==> config.mk <==
export PLATFORM = sky130hd
export DESIGN_NAME = numeric_string_recognizer_core
export DESIGN_NICKNAME = d
export VERILOG_FILES = /design/src/rtl/nsr_pkg.sv /design/src/rtl/numeric_string_recognizer_core.sv /design/src/rtl/nsr_in_reg.sv /design/src/rtl/nsr_fsm.sv
export VERILOG_INCLUDE_DIRS = /design/src /design/src/rtl
export SDC_FILE = /design/constraint.sdc
export NUM_CORES = 1
export LEC_CHECK = 0
export BUFFER_PORTS_ARGS = -buffer_cell sky130_fd_sc_hd__buf_2
export CAP_MARGIN = 10
export CORE_MARGIN = 3
export CORE_UTILIZATION = 35
export DETAILED_ROUTE_END_ITERATION = 7
export GPL_TIMING_DRIVEN = 0
export PLACE_DENSITY = 0.65
export REMOVE_ABC_BUFFERS = 1
export SLEW_MARGIN = 20
export SYNTH_ARGS = -nofsm -noshare
export SYNTH_HDL_FRONTEND = slang
export SYNTH_SLANG_ARGS = --single-unit
==> constraint.sdc <==
create_clock -name clock -period 1.8 [get_ports clock]
set_input_delay 0.36 -clock clock [delete_from_list [all_inputs] [get_ports clock]]
set_output_delay 0.36 -clock clock [all_outputs]
set_load 0.1 [all_outputs]
==> src/rtl/numeric_string_recognizer_core_defines.svh <==
// Assertion macros for the numeric string recognizer core.
// No dependencies; expects signals named clock and reset at the point of use.
`ifndef NUMERIC_STRING_RECOGNIZER_CORE_DEFINES_SVH
`define NUMERIC_STRING_RECOGNIZER_CORE_DEFINES_SVH

// same-cycle implication, disabled during reset
`define NSR_ASSERT_NOW(label, ante, cons) \
   label: assert property (@(posedge clock) disable iff (reset) (ante) |-> (cons)) \
      else $error("nsr: same-cycle check failed");

// next-cycle implication, disabled during reset
`define NSR_ASSERT_NEXT(label, ante, cons) \
   label: assert property (@(posedge clock) disable iff (reset) (ante) |=> (cons)) \
      else $error("nsr: next-cycle check failed");

`endif

==> src/rtl/nsr_pkg.sv <==
// Package for the numeric string recognizer: state codes, character codes, word types.
// No dependencies.
`timescale 1ns / 1ps

package nsr_pkg;

   typedef enum logic [3:0] {
      ST_INIT    = 4'd0,
      ST_SIGN    = 4'd1,
      ST_FIRST   = 4'd2,
      ST_DIGITS  = 4'd3,
      ST_DOT     = 4'd4,
      ST_FRAC    = 4'd5,
      ST_EMARK   = 4'd6,
      ST_ESIGN   = 4'd7,
      ST_EFIRST  = 4'd8,
      ST_EDIGITS = 4'd9,
      ST_TRAIL   = 4'd10,
      ST_REJECT  = 4'd11
   } state_type;

   localparam logic [7:0] CHAR_SPACE = 8'h20;
   localparam logic [7:0] CHAR_PLUS  = 8'h2B;
   localparam logic [7:0] CHAR_MINUS = 8'h2D;
   localparam logic [7:0] CHAR_DOT   = 8'h2E;
   localparam logic [7:0] CHAR_ZERO  = 8'h30;
   localparam logic [7:0] CHAR_NINE  = 8'h39;
   localparam logic [7:0] CHAR_UPPER_E = 8'h45;
   localparam logic [7:0] CHAR_LOWER_E = 8'h65;

   typedef struct packed {
      logic [7:0] char_code;
      logic       last_char;
      logic       empty_string;
   } item_type;

   typedef struct packed {
      logic emit;
      logic is_numeric;
   } step_type;

endpackage

==> src/rtl/numeric_string_recognizer_core.sv <==
// Numeric string recogniser top level: request register, state machine, response register.
// Depends on nsr_pkg, nsr_in_reg, nsr_fsm and numeric_string_recognizer_core_defines.svh.
//
// Usage:
//   Request channel (req_valid/req_ready) takes one character word per cycle while
//   req_ready is high: req_char_code, req_last_char marking the final character, and
//   req_empty_string marking a zero-length string (character ignored).
//   Response channel (rsp_valid/rsp_ready) gives one word per string,
//   rsp_is_numeric, when the last character or an empty-string word is seen.
//   The final word of a string lands in the request register; its verdict is then
//   registered in the response register once any earlier response has been taken.
//   The request register passes one word per cycle through the state transition to
//   the state register, but a string end waits there while a response is pending.
//   Reset (synchronous, active high) empties both registers and returns the
//   recogniser to its initial state.
//   When the receiver stalls, the pending response holds; middle characters
//   keep flowing, and a second string end waits in the request register, so
//   req_ready drops only once that register is also blocked.
`timescale 1ns / 1ps
`include "numeric_string_recognizer_core_defines.svh"

module numeric_string_recognizer_core (
   input  logic       clock,
   input  logic       reset,
   input  logic       req_valid,
   output logic       req_ready,
   input  logic [7:0] req_char_code,
   input  logic       req_last_char,
   input  logic       req_empty_string,
   output logic       rsp_valid,
   input  logic       rsp_ready,
   output logic       rsp_is_numeric
);
   import nsr_pkg::*;

   item_type  req_item, in_item;
   step_type  step;
   state_type parse_state;
   logic      in_valid, advance;
   logic      rsp_valid_ff, rsp_valid_in;
   logic      rsp_is_numeric_ff, rsp_is_numeric_in;
   logic      rsp_load;

   assign req_item.char_code    = req_char_code;
   assign req_item.last_char    = req_last_char;
   assign req_item.empty_string = req_empty_string;

   nsr_in_reg u_in_reg (
      .clock     (clock),
      .reset     (reset),
      .req_valid (req_valid),
      .req_ready (req_ready),
      .req_item  (req_item),
      .advance   (advance),
      .in_valid  (in_valid),
      .in_item   (in_item)
   );

   nsr_fsm u_fsm (
      .clock       (clock),
      .reset       (reset),
      .item        (in_item),
      .advance     (advance),
      .step        (step),
      .parse_state (parse_state)
   );

   assign advance  = in_valid && (!step.emit || !rsp_valid_ff || rsp_ready);
   assign rsp_load = advance && step.emit;

   always_comb begin
      rsp_valid_in      = rsp_valid_ff;
      rsp_is_numeric_in = rsp_is_numeric_ff;
      if (rsp_load) begin
         rsp_valid_in      = 1'b1;
         rsp_is_numeric_in = step.is_numeric;
      end else if (rsp_ready) begin
         rsp_valid_in = 1'b0;
      end
   end

   always_ff @(posedge clock) begin
      if (reset) begin
         rsp_valid_ff <= 1'b0;
      end else begin
         rsp_valid_ff <= rsp_valid_in;
      end
   end

   always_ff @(posedge clock) begin
      rsp_is_numeric_ff <= rsp_is_numeric_in;
   end

   assign rsp_valid      = rsp_valid_ff;
   assign rsp_is_numeric = rsp_is_numeric_ff;

   `NSR_ASSERT_NEXT(a_empty_rejects, advance && in_item.empty_string, rsp_valid && !rsp_is_numeric)
   `NSR_ASSERT_NEXT(a_end_resets_state, advance && step.emit, parse_state == ST_INIT)
   `NSR_ASSERT_NOW(a_no_overwrite, in_valid && step.emit && rsp_valid && !rsp_ready, !advance)

endmodule

==> src/rtl/nsr_in_reg.sv <==
// Input register stage of the numeric string recognizer: holds one request word.
// Depends on nsr_pkg.
`timescale 1ns / 1ps

module nsr_in_reg (
   input  logic              clock,
   input  logic              reset,
   input  logic              req_valid,
   output logic              req_ready,
   input  nsr_pkg::item_type req_item,
   input  logic              advance,
   output logic              in_valid,
   output nsr_pkg::item_type in_item
);
   import nsr_pkg::*;

   logic     in_valid_ff, in_valid_in;
   item_type item_ff, item_in;
   logic     load;

   assign req_ready = !in_valid_ff || advance;
   assign load      = req_valid && req_ready;

   always_comb begin
      in_valid_in = in_valid_ff;
      item_in     = item_ff;
      if (load) begin
         in_valid_in = 1'b1;
         item_in     = req_item;
      end else if (advance) begin
         in_valid_in = 1'b0;
      end
   end

   always_ff @(posedge clock) begin
      if (reset) begin
         in_valid_ff <= 1'b0;
      end else begin
         in_valid_ff <= in_valid_in;
      end
   end

   always_ff @(posedge clock) begin
      item_ff <= item_in;
   end

   assign in_valid = in_valid_ff;
   assign in_item  = item_ff;

endmodule

==> src/rtl/nsr_fsm.sv <==
// Recogniser state machine: parse state register, transition and result logic.
// Depends on nsr_pkg.
`timescale 1ns / 1ps

module nsr_fsm (
   input  logic               clock,
   input  logic               reset,
   input  nsr_pkg::item_type  item,
   input  logic               advance,
   output nsr_pkg::step_type  step,
   output nsr_pkg::state_type parse_state
);
   import nsr_pkg::*;

   state_type state_ff, state_in, ns;
   logic      dig, spc, sgn, dot, exm;

   always_comb begin
      dig = (item.char_code >= CHAR_ZERO) && (item.char_code <= CHAR_NINE);
      spc = (item.char_code == CHAR_SPACE);
      sgn = (item.char_code == CHAR_PLUS) || (item.char_code == CHAR_MINUS);
      dot = (item.char_code == CHAR_DOT);
      exm = (item.char_code == CHAR_LOWER_E) || (item.char_code == CHAR_UPPER_E);
   end

   // next state
   always_comb begin
      ns = ST_REJECT;
      case (state_ff)
         ST_INIT: begin
            if (spc)      ns = ST_INIT;
            else if (dig) ns = ST_FIRST;
            else if (sgn) ns = ST_SIGN;
         end
         ST_SIGN: begin
            if (dig)      ns = ST_FIRST;
            else if (spc) ns = ST_TRAIL;
         end
         ST_FIRST, ST_DIGITS: begin
            if (dig)      ns = ST_DIGITS;
            else if (dot) ns = ST_DOT;
            else if (spc) ns = ST_TRAIL;
            else if (exm) ns = ST_EMARK;
         end
         ST_DOT: begin
            if (dig) ns = ST_FRAC;
         end
         ST_FRAC: begin
            if (dig)      ns = ST_FRAC;
            else if (spc) ns = ST_TRAIL;
            else if (exm) ns = ST_EMARK;
         end
         ST_EMARK: begin
            if (dig)      ns = ST_EFIRST;
            else if (sgn) ns = ST_ESIGN;
         end
         ST_ESIGN: begin
            if (dig) ns = ST_EFIRST;
         end
         ST_EFIRST, ST_EDIGITS: begin
            if (dig)      ns = ST_EDIGITS;
            else if (spc) ns = ST_TRAIL;
         end
         ST_TRAIL: begin
            if (spc) ns = ST_TRAIL;
         end
         default: begin
            ns = ST_REJECT;
         end
      endcase

      state_in = state_ff;
      if (advance) begin
         if (item.empty_string || item.last_char) state_in = ST_INIT;
         else                                     state_in = ns;
      end
   end

   // outputs
   always_comb begin
      step.emit = item.empty_string || item.last_char;
      case (ns)
         ST_FIRST, ST_DIGITS, ST_FRAC, ST_EFIRST, ST_EDIGITS, ST_TRAIL: begin
            step.is_numeric = !item.empty_string;
         end
         default: begin
            step.is_numeric = 1'b0;
         end
      endcase
   end

   always_ff @(posedge clock) begin
      if (reset) begin
         state_ff <= ST_INIT;
      end else begin
         state_ff <= state_in;
      end
   end

   assign parse_state = state_ff;

endmodule
---- Yosys cells after proc, flatten, opt, wreduce, memory -nomap -nowiden ----
Index checks and enable logic that the tools add are counted.
word-level totals
  bits in registers ....................... 17
cells by class
  $lt $le $gt $ge ......................... 2
  equality and inequality tests ........... 22
  mux-type cells .......................... 21
  reduce and logical (&&, ||, !) cells .... 20
operators by type and width
  operator                                                         count
  two-way mux 4 bit                                                14
  case mux 4 bit (9 select lines)                                  1
  == test 8 x 6 -> 1 bit (second input constant)                   4
  == test 4 bit (second input constant)                            6
  == test 4 x 3 -> 1 bit (second input constant)                   5
  == test 4 x 2 -> 1 bit (second input constant)                   4
  == test 8 x 7 -> 1 bit (second input constant)                   2
  >= comparator 8 x 6 -> 1 bit (second input constant)             1
  less-or-equal comparator 8 x 6 -> 1 bit (second input constant)  1
  logical OR 1 bit                                                 6
  OR reduction 6 bit                                               1
  two-way mux 1 bit                                                5
  == test 4 x 1 -> 1 bit (second input constant)                   1
  logical AND 1 bit                                                4
  logical NOT 1 bit                                                4
  logical NOT 4 bit                                                1
  nonzero test 2 bit                                               2
  OR reduction 2 bit                                               2
  two-way mux 2 bit                                                1

---- Depth between registers and ports, before layout ----
Gate-level depths: netlist (run 1).
  depth after elaboration ................. 9
  gate-level depth with buffers ........... 7
  depth with buffers taken out ............ 6

---- By module ----
From an unflattened synthesis (run 1), not the netlist that was laid out.
second synthesis, totals
  cells, all modules ...................... 93
  area, all modules ....................... 965.9 um^2
by module, submodules not included
  module                          times used  cells an instance  area an instance (um^2)  sequential area each (um^2)
  nsr_fsm                         1           70                 513.0                    80.1
  nsr_in_reg                      1           15                 355.3                    320.3
  numeric_string_recognizer_core  1           8                  97.6                     50.0

---- Least setup slack after synthesis (run 1) ----
No wires, ideal clock.
  kind .................................... reg-to-reg
  start point ............................. register rsp_valid_ff, in the netlist rsp_valid
  end point ............................... register u_in_reg.in_valid_ff, in the netlist u_in_reg.in_valid
  arrival time ............................ 2.140 ns
  required time ........................... 1.716 ns
  path slack .............................. -0.424 ns
  cell stages (with the launch flop) ...... 5
  period minus slack after synthesis ...... 2.224 ns
  cells stage by stage .................... dfxtp_1 nand2b_1 nor2_1 nand2_1 a21oi_1
on the way
  cells in the longest elaborated chain, start to end .. 7
RTL lines
  what                                                     RTL line                              text
  from (decl)                                              numeric_string_recognizer_core.sv:40  logic rsp_valid_ff, rsp_valid_in;
  from (signal assigned)                                   numeric_string_recognizer_core.sv:86  rsp_valid_ff <= rsp_valid_in;
  logical NOT 1 bit (*)                                    numeric_string_recognizer_core.sv:68  assign advance = in_valid && (!step.emit || !rsp_valid_ff || rsp_ready);
  logical OR 1 bit (*) (2 in a row)                        numeric_string_recognizer_core.sv:68
  logical AND 1 bit (*)                                    numeric_string_recognizer_core.sv:68
  logical OR 1 bit (*)                                     nsr_in_reg.sv:21                      assign req_ready = !in_valid_ff || advance;
  via req_ready                                            numeric_string_recognizer_core.sv:26  output logic req_ready,
  logical AND 1 bit (*)                                    nsr_in_reg.sv:22                      assign load = req_valid && req_ready;
  two-way mux 1 bit or nonzero test 2 bit (tied branches)  -
  to (signal assigned)                                     nsr_in_reg.sv:39                      in_valid_ff <= in_valid_in;
  to (decl)                                                nsr_in_reg.sv:17                      logic in_valid_ff, in_valid_in;
Mark *: on every way through the listed nets, which the timed path passes. The rest lies on a longest branch.
A chain may end at the register's enable or synchronous reset.

---- Worst setup path in the final report (run 1) ----
  start point ............................. register u_in_reg.item_ff (netlist bit u_in_reg.in_item[9])
  end point ............................... register rsp_is_numeric_ff, in the netlist rsp_is_numeric, data pin
on the way
  cells in the longest elaborated chain, start to end .. 9
RTL lines
  what                                                                                  RTL line                              text
  from (decl)                                                                           nsr_in_reg.sv:18                      item_type item_ff, item_in;
  from (signal assigned)                                                                nsr_in_reg.sv:44                      item_ff <= item_in;
  parallel branches: the longest is 6 deep, another holds >= comparator 8 x 6 -> 1 bit  -
  case mux 4 bit (9 select lines) (*)                                                   nsr_fsm.sv:29                         case (state_ff)
  == test 4 x 2 -> 1 bit, or another cell as far along                                  nsr_fsm.sv:82                         case (ns)
  OR reduction 6 bit (*)                                                                nsr_fsm.sv:82
  to (signal assigned)                                                                  numeric_string_recognizer_core.sv:91  rsp_is_numeric_ff <= rsp_is_numeric_in;
  to (decl)                                                                             numeric_string_recognizer_core.sv:41  logic rsp_is_numeric_ff, rsp_is_numeric_in;
Every way passes the cells marked *.

==> impl_metrics.prom, run 1 <==
# TYPE chip_impl_metric gauge
chip_impl_metric{name="required",unit="ns"} 1.90
chip_impl_metric{name="residual_drc",unit=""} 0
chip_impl_metric{name="combPwrFrac",unit=""} 0.170
chip_impl_metric{name="worst_setup_hold_path_clk_slew",unit="ns"} 0.09
chip_impl_info{name="tritoncts",value="built"} 1
chip_impl_metric{name="netlist_area",unit="mm^2"} 0.00102
chip_impl_info{name="post_synth_main_area_contributors",value="sky130_fd_sc_hd__edfxtp_1, sky130_fd_sc_hd__dfxtp_1, sky130_fd_sc_hd__nor2_1"} 1
chip_impl_info{name="violated_checks",value="setup timing"} 1
chip_impl_metric{name="post-place-ws",unit="ns"} -0.316
chip_impl_info{name="critical_path.endpoint_type",value="flop"} 1
chip_impl_metric{name="fin_nets",unit=""} 142
chip_impl_metric{name="htree_num_levels",unit=""} 1
chip_impl_metric{name="largest_net_degree_at_the_start_of_global_routing",unit=""} 12
chip_impl_metric{name="clock-sinks",unit=""} 17
chip_impl_metric{name="ys_seq_elements",unit=""} 17
chip_impl_metric{name="total_power",unit="uW"} 793
chip_impl_info{name="clock-root-buffer",value="sky130_fd_sc_hd__clkbuf_4"} 1
chip_impl_metric{name="total_die_area",unit="mm^2"} 0.00361
chip_impl_metric{name="dr_total_vias",unit=""} 889
chip_impl_metric{name="drt_wl_total",unit="um"} 2200
chip_impl_metric{name="diodes",unit=""} 0
chip_impl_metric{name="die-height",unit="um"} 60.1
chip_impl_metric{name="synth.yosys.warnings",unit=""} 0
chip_impl_metric{name="share_of_the_synthesized_area_in_the_top_cell_type",unit=""} 0.322
chip_impl_metric{name="grt_first_pass_wirelength",unit="um"} 3640
chip_impl_metric{name="ant_nets",unit=""} 0
chip_impl_info{name="path_class",value="flop to flop"} 1
chip_impl_info{name="rsz0062_at_grt",value="yes"} 1
chip_impl_metric{name="grt_antenna_before_repair",unit=""} 0
chip_impl_metric{name="met1_usage",unit=""} 0.147
chip_impl_metric{name="synth.distinct_cells",unit=""} 45
chip_impl_metric{name="power_density",unit="mW/mm^2"} 619
chip_impl_info{name="synth.largest_area_cell",value="sky130_fd_sc_hd__edfxtp_1"} 1
chip_impl_metric{name="critPathMaxFanout",unit=""} 5
chip_impl_metric{name="dpl-instance-area",unit="mm^2"} 0.00111
chip_impl_metric{name="fin_crit",unit="ns"} 2.10
chip_impl_metric{name="clock_power_share",unit=""} 0.248
chip_impl_metric{name="async_reset_ff_frac",unit=""} 0
chip_impl_info{name="cp-start-kind",value="flop"} 1
chip_impl_info{name="most_common_library_cells_after_synthesis",value="sky130_fd_sc_hd__edfxtp_1, sky130_fd_sc_hd__nor2_1, sky130_fd_sc_hd__nand2_1, sky130_fd_sc_hd__a21oi_1, sky130_fd_sc_hd__dfxtp_1"} 1
chip_impl_metric{name="hold_violations",unit=""} 0
chip_impl_metric{name="vias_per_instance",unit=""} 5.66
chip_impl_metric{name="boundaryPins",unit=""} 17
chip_impl_info{name="dominantRegCellSynth",value="sky130_fd_sc_hd__edfxtp_1"} 1
chip_impl_metric{name="chipWidth",unit="um"} 60.1
chip_impl_metric{name="timing.max_slew.rel_slack",unit=""} 0.650
chip_impl_metric{name="drv.max_cap_violation_count",unit=""} 0
chip_impl_metric{name="number_of_flops_mapped_to_enable_cells_by_yosys",unit=""} 11
chip_impl_metric{name="port-buffer-count",unit=""} 16
chip_impl_metric{name="vdd_ir_drop_max",unit="V"} 0.000491
chip_impl_metric{name="rows",unit=""} 18
chip_impl_metric{name="final-setup-viol-count",unit=""} 4
chip_impl_metric{name="cp.arrival",unit="ns"} 2.20
chip_impl_info{name="status",value="complete, but fails checks"} 1
chip_impl_metric{name="numCtsBuffers",unit=""} 3
chip_impl_metric{name="grt_use_total",unit=""} 0.132
chip_impl_metric{name="p_sw",unit="uW"} 208
chip_impl_metric{name="drtPass1Iterations",unit=""} 4
chip_impl_metric{name="routabilityCongestion",unit=""} 0.872
chip_impl_metric{name="timing_worst_slew_pin_value",unit="ns"} 0.525
chip_impl_metric{name="post-route-worst-setup-slack",unit="ns"} -0.300
chip_impl_metric{name="final_cell_area",unit="mm^2"} 0.00128
chip_impl_metric{name="cell_internal_pwr",unit="uW"} 585
chip_impl_metric{name="place.detailed.hpwl",unit="um"} 1410
chip_impl_metric{name="layout_stage_area_growth_over_the_synthesis_result",unit="%"} 25.0
chip_impl_metric{name="detail_route.iter0.violations",unit=""} 10
chip_impl_metric{name="number_of_fillers_in_the_final_layout",unit=""} 231
chip_impl_metric{name="sw_frac_of_total",unit=""} 0.262
chip_impl_info{name="global_route.peak_usage_layer",value="met2"} 1
chip_impl_metric{name="fmaxAchievable",unit="MHz"} 476
chip_impl_metric{name="clk-insertion-delay-late",unit="ns"} 0.29
chip_impl_metric{name="clock-skew-final",unit="ns"} 0.00572
chip_impl_metric{name="number_of_instances_in_the_synthesized_netlist",unit=""} 100
chip_impl_metric{name="seq_area_frac_synth",unit=""} 0.440
chip_impl_info{name="min_path_type",value="input port to flop"} 1
chip_impl_metric{name="globalRoute.totalOverflow",unit=""} 0
chip_impl_metric{name="post_route_cells_drive_above_1_share",unit=""} 0.370
chip_impl_metric{name="first_global_vias",unit=""} 867
chip_impl_metric{name="synth.avg_cell_area",unit="um^2"} 10.2
chip_impl_metric{name="initial_core_utilization",unit=""} 0.389
chip_impl_metric{name="p_leak",unit="uW"} 0.000484
chip_impl_metric{name="final.period_utilization",unit=""} 1.17
chip_impl_metric{name="globalRouteMet2Util",unit=""} 0.235
chip_impl_metric{name="cts_buffer_depth",unit=""} 2
chip_impl_metric{name="drv_slew",unit=""} 0
chip_impl_metric{name="sequentialPowerShare",unit=""} 0.582
chip_impl_metric{name="core",unit="mm^2"} 0.00264
chip_impl_metric{name="groute.layer.met3.usage",unit=""} 0.0216
chip_impl_metric{name="cts-hold-fix-buffers",unit=""} 0
chip_impl_metric{name="routed_wire_length_per_instance",unit="um"} 14.0
==> kinds of logic (layout without fill, tap and decap cells) <==
logic type	Yosys count	in the layout	synth area share
mux	1	1	0.00977
buf+inv	9	36	0.0464
simple gates	41	41	0.258
flops	17	17	0.440
compound gates	31	31	0.238
xor+xnor	1	1	0.00855
==> power groups by stage <==
stage	logic, uW	registers [uW]	clock network [uW]
floorplan	59.2	481	0
global placement	101	469	0
detailed placement	102	469	0
CTS	116	460	205
global route	144	464	225
finish	135	462	197
==> metal layers <==
layer	share of wire	vias up
met1	0.44	420
li1	-	446
met2	0.52	19
met3	0.029	4
met4	0.012	0
met5	0	-
==> cell usage in the layout (no fill, tap or decap), drive strengths merged, types with 3 or more instances in the layout <==
cell / instances
nor2: 11
a22oi: 3
clkbuf: 4
inv: 4
nand2: 8
edfxtp: 11
dfxtp: 6
a21oi: 6
o21ai: 3
buf: 27
nor3b: 4
==> critical path, cell delays in order (launching register included) <==
cell and delay [ns]:
sky130_fd_sc_hd__edfxtp_1 0.49, sky130_fd_sc_hd__nor3b_4 0.32, sky130_fd_sc_hd__nand4_1 0.20, sky130_fd_sc_hd__o211ai_1 0.29, sky130_fd_sc_hd__o211ai_1 0.22, sky130_fd_sc_hd__o211a_1 0.19
sky130_fd_sc_hd__a2111oi_2 0.20
==> stage by stage <==
step           cells  setup TNS [ns]  utilization  hold slack, ns
2_1_floorplan     96           -2.01            -           0.429
3_3_place_gp     142          -0.661        0.423           0.490
3_5_place_dp     142          -0.835        0.423           0.507
4_1_cts          151          -0.235        0.459           0.235
5_1_grt          157          -0.904        0.486           0.223
6_report         157          -0.529        0.486           0.242
==> area by class of cell <==
type | count | area [um^2] | area share
inverters | 5 | 18.8 | 0.0146
clock buffers | 4 | 26.3 | 0.0205
well taps | 30 | 37.5 | 0.0293
flip-flops and latches | 17 | 453 | 0.354
multi-input cells | 74 | 573 | 0.447
repair buffers | 27 | 173 | 0.135
==> sequential cells by signal, summed over array words and instances, names as in the netlist <==
| name | cells |
|---|---|
| rsp_is_numeric | 1 |
| rsp_valid | 1 |
| u_fsm.parse_state | 4 |
| u_in_reg.in_item | 10 |
| u_in_reg.in_valid | 1 |
==> worst paths after layout <==
| check | from | endpoint | slack, ns | cells past startpoint |
|---|---|---|---|---|
| setup / recovery | u_in_reg.in_item[9]$_DFFE_PP_ | rsp_is_numeric$_SDFFCE_PN0P_ | -0.30 | 6 |
| hold reg to reg | u_in_reg.in_valid$_SDFFE_PP0P_ | u_in_reg.in_valid$_SDFFE_PP0P_ | 0.56 | 2 |
| setup reg to reg | u_in_reg.in_item[9]$_DFFE_PP_ | rsp_is_numeric$_SDFFCE_PN0P_ | -0.30 | 6 |
| hold / removal | req_last_char | u_in_reg.in_item[1]$_DFFE_PP_ | 0.24 | 1 |
==> timing repair <==
action                     in CTS  in global routing
pin swaps                       4                  7
hold endpoints to repair        0                  0
setup endpoints to repair      13                  5
buffers inserted                5                  6
resized for setup               7                  8
Power figures use the tool's default switching activity.
==> inputs of run 2 (changes only) <==
clock period = 1.7 ns   (was 1.8 ns; I/O delays follow)
==> run 2 against run 1 <==
Against the previous run: the flow still finishes with violations (setup timing); first-iteration DRC count grew 40%; flip-flop and latch count is the same; clock-buffer cell count stayed put; register-to-register slack worse by 0.04 ns; routed wire length increased by 2.7%; critical path depth unchanged.
==> impl_metrics.prom, run 2 (synthesis results as in run 1) <==
# TYPE chip_impl_metric gauge
chip_impl_metric{name="drv_slew",unit=""} 0
chip_impl_info{name="tritoncts",value="built"} 1
chip_impl_metric{name="place.detailed.hpwl",unit="um"} 1410
chip_impl_metric{name="critPathMaxFanout",unit=""} 5
chip_impl_metric{name="fmaxAchievable",unit="MHz"} 489
chip_impl_metric{name="final.period_utilization",unit=""} 1.20
chip_impl_metric{name="routabilityCongestion",unit=""} 0.872
chip_impl_metric{name="number_of_fillers_in_the_final_layout",unit=""} 235
chip_impl_metric{name="detail_route.iter0.violations",unit=""} 14
chip_impl_metric{name="first_global_vias",unit=""} 861
chip_impl_metric{name="grt_antenna_before_repair",unit=""} 0
chip_impl_metric{name="grt_first_pass_wirelength",unit="um"} 3620
chip_impl_info{name="status",value="complete, but fails checks"} 1
chip_impl_metric{name="die-height",unit="um"} 60.1
chip_impl_metric{name="post-place-ws",unit="ns"} -0.416
chip_impl_metric{name="power_density",unit="mW/mm^2"} 648
chip_impl_metric{name="largest_net_degree_at_the_start_of_global_routing",unit=""} 12
chip_impl_metric{name="hold_violations",unit=""} 0
chip_impl_metric{name="clock-skew-final",unit="ns"} 0.00312
chip_impl_metric{name="ant_nets",unit=""} 0
chip_impl_metric{name="cts-hold-fix-buffers",unit=""} 0
chip_impl_info{name="min_path_type",value="input port to flop"} 1
chip_impl_metric{name="boundaryPins",unit=""} 17
chip_impl_metric{name="clock-sinks",unit=""} 17
chip_impl_metric{name="final-setup-viol-count",unit=""} 5
chip_impl_metric{name="combPwrFrac",unit=""} 0.169
chip_impl_metric{name="globalRoute.totalOverflow",unit=""} 0
chip_impl_metric{name="sw_frac_of_total",unit=""} 0.258
chip_impl_info{name="violated_checks",value="setup timing"} 1
chip_impl_metric{name="drtPass1Iterations",unit=""} 4
chip_impl_info{name="cp-start-kind",value="flop"} 1
chip_impl_metric{name="drt_wl_total",unit="um"} 2260
chip_impl_metric{name="htree_num_levels",unit=""} 1
chip_impl_metric{name="core",unit="mm^2"} 0.00264
chip_impl_metric{name="residual_drc",unit=""} 0
chip_impl_metric{name="fin_nets",unit=""} 141
chip_impl_metric{name="required",unit="ns"} 1.79
chip_impl_metric{name="dpl-instance-area",unit="mm^2"} 0.00111
chip_impl_metric{name="cp.arrival",unit="ns"} 2.14
chip_impl_metric{name="post-route-worst-setup-slack",unit="ns"} -0.344
chip_impl_metric{name="largest_register_ff_count",unit=""} 10
chip_impl_metric{name="layout_stage_area_growth_over_the_synthesis_result",unit="%"} 25.6
chip_impl_metric{name="p_leak",unit="uW"} 0.000486
chip_impl_metric{name="sequentialPowerShare",unit=""} 0.587
chip_impl_metric{name="fin_crit",unit="ns"} 2.04
chip_impl_metric{name="routed_wire_length_per_instance",unit="um"} 14.5
chip_impl_metric{name="dr_total_vias",unit=""} 899
chip_impl_metric{name="utilization",unit=""} 0.489
chip_impl_info{name="path_class",value="flop to flop"} 1
chip_impl_metric{name="post_route_cells_drive_above_1_share",unit=""} 0.357
chip_impl_metric{name="cts_buffer_depth",unit=""} 2
chip_impl_metric{name="vdd_ir_drop_max",unit="V"} 0.000560
chip_impl_metric{name="timing_worst_slew_pin_value",unit="ns"} 0.522
chip_impl_metric{name="grt_use_total",unit=""} 0.131
chip_impl_metric{name="chipWidth",unit="um"} 60.1
chip_impl_metric{name="clk-insertion-delay-late",unit="ns"} 0.28
chip_impl_metric{name="final_cell_area",unit="mm^2"} 0.00129
chip_impl_metric{name="numCtsBuffers",unit=""} 3
chip_impl_metric{name="worst_setup_hold_path_clk_slew",unit="ns"} 0.09
chip_impl_info{name="rsz0062_at_grt",value="yes"} 1
chip_impl_metric{name="drv.max_cap_violation_count",unit=""} 0
chip_impl_metric{name="initial_core_utilization",unit=""} 0.389
chip_impl_info{name="highest_count_cells_in_the_layout_ignoring_fill_and_taps",value="sky130_fd_sc_hd__buf_2, sky130_fd_sc_hd__edfxtp_1, sky130_fd_sc_hd__nor2_1"} 1
chip_impl_metric{name="diodes",unit=""} 0
chip_impl_metric{name="total_die_area",unit="mm^2"} 0.00361
chip_impl_metric{name="vias_per_instance",unit=""} 5.76
chip_impl_info{name="layout_commonest_cell",value="sky130_fd_sc_hd__buf_2"} 1
chip_impl_metric{name="port-buffer-count",unit=""} 16
chip_impl_info{name="critical_path.endpoint_type",value="flop"} 1
chip_impl_metric{name="whs",unit="ns"} 0.229
chip_impl_metric{name="timing.max_slew.rel_slack",unit=""} 0.652
chip_impl_metric{name="cell_internal_pwr",unit="uW"} 619
chip_impl_metric{name="clock_power_share",unit=""} 0.243
chip_impl_metric{name="rows",unit=""} 18
chip_impl_metric{name="p_sw",unit="uW"} 216
chip_impl_info{name="clock-root-buffer",value="sky130_fd_sc_hd__clkbuf_4"} 1
run 2: cell count changes in the layout (fill, tap and decap cells not counted), sizes merged:
cell / delta
buf: -1
run 2: critical path: stages, from the launching register on:
cell,delay (ns)
sky130_fd_sc_hd__edfxtp_1,0.49
sky130_fd_sc_hd__nor3b_4,0.32
sky130_fd_sc_hd__nand4_1,0.19
sky130_fd_sc_hd__o211ai_1,0.26
sky130_fd_sc_hd__a21oi_1,0.14
sky130_fd_sc_hd__o211a_1,0.25
sky130_fd_sc_hd__a2111oi_2,0.20
run 2: path summary, 6_finish.rpt:
check,depth (start not counted),slack [ns],startpoint,to
worst max-delay path,6,-0.34,u_in_reg.in_item[9]$_DFFE_PP_,rsp_is_numeric$_SDFFCE_PN0P_
worst min-delay path,1,0.23,req_last_char,u_in_reg.in_item[1]$_DFFE_PP_
worst max register to register,6,-0.34,u_in_reg.in_item[9]$_DFFE_PP_,rsp_is_numeric$_SDFFCE_PN0P_
worst min register to register,2,0.61,u_fsm.parse_state[0]$_SDFFE_PP0P_,u_fsm.parse_state[0]$_SDFFE_PP0P_
run 2: layer usage:
| layer | track usage | up-vias | part of all wire |
|---|---|---|---|
| li1 | - | 440 | - |
| met1 | 0.151 | 427 | 0.42 |
| met2 | 0.225 | 30 | 0.53 |
| met3 | 0.0238 | 2 | 0.044 |
| met4 | 0.0759 | 0 | 0.0075 |
| met5 | 0 | - | 0 |
run 2: timing repair:
action | in CTS | in global routing
buffers inserted | 5 | 5
setup endpoints to repair | 15 | 6
resized for setup | 11 | 6
pin swaps | 7 | 3
run 2: final cells by class:
class	instances	area [um^2]	share of cell area
Inverter	5	18.8	0.0146
Timing Repair Buffer	26	178	0.138
Tap cell	30	37.5	0.0292
Multi-Input combinational cell	74	576	0.447
Sequential cell	17	452	0.351
Clock buffer	4	26.3	0.0204
run 2: power groups by stage:
stage	clock, uW	sequential [uW]	combinational (uW)
final	203	490	141
after global routing	239	492	152
after CTS	217	488	125
after detailed placement	0	496	108
after global placement	0	496	107
after floorplan	0	509	62.6
run 2: through the flow:
step                      cells  power [uW]  setup TNS, ns
after floorplan              96         572          -3.37
after global placement      142         603          -1.97
after detailed placement    142         605          -2.14
after CTS                   151         830         -0.367
after global routing        156         883          -1.30
final                       156         834         -0.643
==> inputs of run 3 (changes only) <==
CORE_ASPECT_RATIO = 0.75   (was unset)
CORE_MARGIN = unset   (was 3)
==> run 3 against run 2 <==
Against the previous run: the run still ends with setup timing left; first-iteration DRC count rose to 4.0 times the previous value; setup slack got worse by 0.15 ns; register-to-register slack got worse by 0.15 ns; core utilization is 0.68 points higher; power grew 15%; routed wire length increased by 6.3%; combinational power increased by 11%; sequential share of layout area shrank 1.3 points; die area fell by 13%; via count shrank 2.2%.
==> impl_metrics.prom, run 3 (synthesis results as in run 1) <==
# TYPE chip_impl_metric gauge
chip_impl_metric{name="total_die_area",unit="mm^2"} 0.00315
chip_impl_metric{name="clock-sinks",unit=""} 17
chip_impl_info{name="tritoncts",value="built"} 1
chip_impl_metric{name="grt_use_total",unit=""} 0.148
chip_impl_info{name="critical_path.endpoint_type",value="flop"} 1
chip_impl_metric{name="residual_drc",unit=""} 0
chip_impl_metric{name="p_leak",unit="uW"} 0.000490
chip_impl_info{name="highest_count_cells_in_the_layout_ignoring_fill_and_taps",value="sky130_fd_sc_hd__buf_2, sky130_fd_sc_hd__edfxtp_1, sky130_fd_sc_hd__nor2_1"} 1
chip_impl_metric{name="cp.arrival",unit="ns"} 2.26
chip_impl_metric{name="critPathMaxFanout",unit=""} 6
chip_impl_info{name="status",value="complete, but fails checks"} 1
chip_impl_metric{name="ant_nets",unit=""} 0
chip_impl_metric{name="rows",unit=""} 16
chip_impl_info{name="rsz0062_at_grt",value="yes"} 1
chip_impl_metric{name="fin_crit",unit="ns"} 2.19
chip_impl_info{name="layout_commonest_cell",value="sky130_fd_sc_hd__buf_2"} 1
chip_impl_metric{name="globalRoute.totalOverflow",unit=""} 0
chip_impl_metric{name="boundaryPins",unit=""} 17
chip_impl_info{name="clock-root-buffer",value="sky130_fd_sc_hd__clkbuf_8"} 1
chip_impl_metric{name="post_route_cells_drive_above_1_share",unit=""} 0.378
chip_impl_metric{name="detail_route.iter0.violations",unit=""} 56
chip_impl_metric{name="whs",unit="ns"} 0.258
chip_impl_metric{name="routabilityCongestion",unit=""} 0.807
chip_impl_metric{name="numCtsBuffers",unit=""} 3
chip_impl_metric{name="vias_per_instance",unit=""} 5.39
chip_impl_metric{name="clk-insertion-delay-late",unit="ns"} 0.25
chip_impl_metric{name="drt_wl_total",unit="um"} 2400
chip_impl_metric{name="port-buffer-count",unit=""} 16
chip_impl_metric{name="r2r_cells",unit=""} 6
chip_impl_metric{name="final.period_utilization",unit=""} 1.29
chip_impl_metric{name="die-height",unit="um"} 48.9
chip_impl_metric{name="drv.max_cap_violation_count",unit=""} 0
chip_impl_metric{name="dr_total_vias",unit=""} 879
chip_impl_metric{name="layout_stage_area_growth_over_the_synthesis_result",unit="%"} 30.6
chip_impl_metric{name="power_density",unit="mW/mm^2"} 717
chip_impl_metric{name="diodes",unit=""} 0
chip_impl_metric{name="timing_worst_slew_pin_value",unit="ns"} 0.505
chip_impl_metric{name="htree_num_levels",unit=""} 1
chip_impl_metric{name="vdd_ir_drop_max",unit="V"} 0.000612
chip_impl_metric{name="largest_net_degree_at_the_start_of_global_routing",unit=""} 12
chip_impl_info{name="path_class",value="flop to flop"} 1
chip_impl_metric{name="fmaxAchievable",unit="MHz"} 457
chip_impl_metric{name="routed_wire_length_per_instance",unit="um"} 14.7
chip_impl_metric{name="first_global_vias",unit=""} 755
chip_impl_info{name="cp-start-kind",value="flop"} 1
chip_impl_metric{name="setup_tns",unit="ns"} -1.16
chip_impl_metric{name="chipWidth",unit="um"} 64.5
chip_impl_metric{name="initial_core_utilization",unit=""} 0.379
chip_impl_metric{name="grt_first_pass_wirelength",unit="um"} 3550
chip_impl_metric{name="post-route-worst-setup-slack",unit="ns"} -0.490
chip_impl_metric{name="core",unit="mm^2"} 0.00270
chip_impl_metric{name="cts_buffer_depth",unit=""} 2
chip_impl_metric{name="hold_violations",unit=""} 0
chip_impl_metric{name="worst_setup_hold_path_clk_slew",unit="ns"} 0.07
chip_impl_metric{name="timing.max_slew.rel_slack",unit=""} 0.663
chip_impl_metric{name="drv_slew",unit=""} 0
chip_impl_info{name="min_path_type",value="input port to flop"} 1
chip_impl_metric{name="place.detailed.hpwl",unit="um"} 1470
chip_impl_info{name="violated_checks",value="setup timing"} 1
chip_impl_metric{name="drtPass1Iterations",unit=""} 4
chip_impl_metric{name="largest_register_ff_count",unit=""} 10
chip_impl_metric{name="holdPathStages",unit=""} 1
chip_impl_metric{name="final-setup-viol-count",unit=""} 5
chip_impl_metric{name="grt_antenna_before_repair",unit=""} 0
chip_impl_metric{name="required",unit="ns"} 1.77
chip_impl_metric{name="clock-skew-final",unit="ns"} 0.00194
chip_impl_metric{name="fin_nets",unit=""} 142
chip_impl_metric{name="post-place-ws",unit="ns"} -0.455
-- run 3: cell count changes in the layout (fill, tap and decap cells not counted), sizes merged --
cell	previous run	this run
clkinvlp	0	1
clkbuf	4	3
buf	26	27
-- run 3: critical path: stages, from the launching register on --
cell and delay [ns]:
sky130_fd_sc_hd__edfxtp_1 0.49, sky130_fd_sc_hd__nor3b_2 0.28, sky130_fd_sc_hd__nand4_1 0.20, sky130_fd_sc_hd__o211ai_1 0.33, sky130_fd_sc_hd__o211ai_1 0.24, sky130_fd_sc_hd__o211a_1 0.20, sky130_fd_sc_hd__a2111oi_4 0.26
-- run 3: per-stage QoR --
stage / std cells / util / total power [uW] / area [um^2]
floorplan: 96 / - / 572 / 996
global placement: 148 / 0.415 / 603 / 1120
detailed placement: 148 / 0.415 / 606 / 1120
CTS: 160 / 0.469 / 938 / 1270
global route: 163 / 0.495 / 1000 / 1340
finish: 163 / 0.495 / 959 / 1340
-- run 3: area by class of cell --
type,instances,area (um^2)
Tap cell,36,45.0
Multi-Input combinational cell,74,591
Timing Repair Buffer,27,184
Sequential cell,17,452
Inverter,5,18.8
Clock inverter,1,7.51
Clock buffer,3,41.3
Fill cell,242,1360
-- run 3: worst paths after layout --
kind	from	to	slack, ns
setup / recovery	u_in_reg.in_item[2]$_DFFE_PP_	rsp_is_numeric$_SDFFCE_PN0P_	-0.49
hold / removal	req_char_code[1]	u_in_reg.in_item[3]$_DFFE_PP_	0.26
hold reg to reg	u_in_reg.in_valid$_SDFFE_PP0P_	u_in_reg.in_valid$_SDFFE_PP0P_	0.56
setup reg to reg	u_in_reg.in_item[2]$_DFFE_PP_	rsp_is_numeric$_SDFFCE_PN0P_	-0.49
-- run 3: what timing repair did --
action / in CTS / in global routing
gates resized for setup: 8 / 11
pin swaps: 4 / 13
buffers inserted: 8 / 3
gates cloned: 0 / 0
endpoints found under the hold margin: 0 / 0
hold buffers: 0 / 0
endpoints found under the setup margin: 15 / 16
-- run 3: layer usage --
layer  up-vias  global-route usage  wire length (um)
met4         0              0.0333                17
met2        19               0.232              1150
met1       413               0.207              1150
li1        443                   -                 -
met3         4              0.0350                89
met5         -                   0                 0
-- run 3: power breakdown --
group	internal [uW]	total, uW	switching (uW)
clock	165	311	146
combinational	74.5	157	82.2
sequential	463	492	28.4
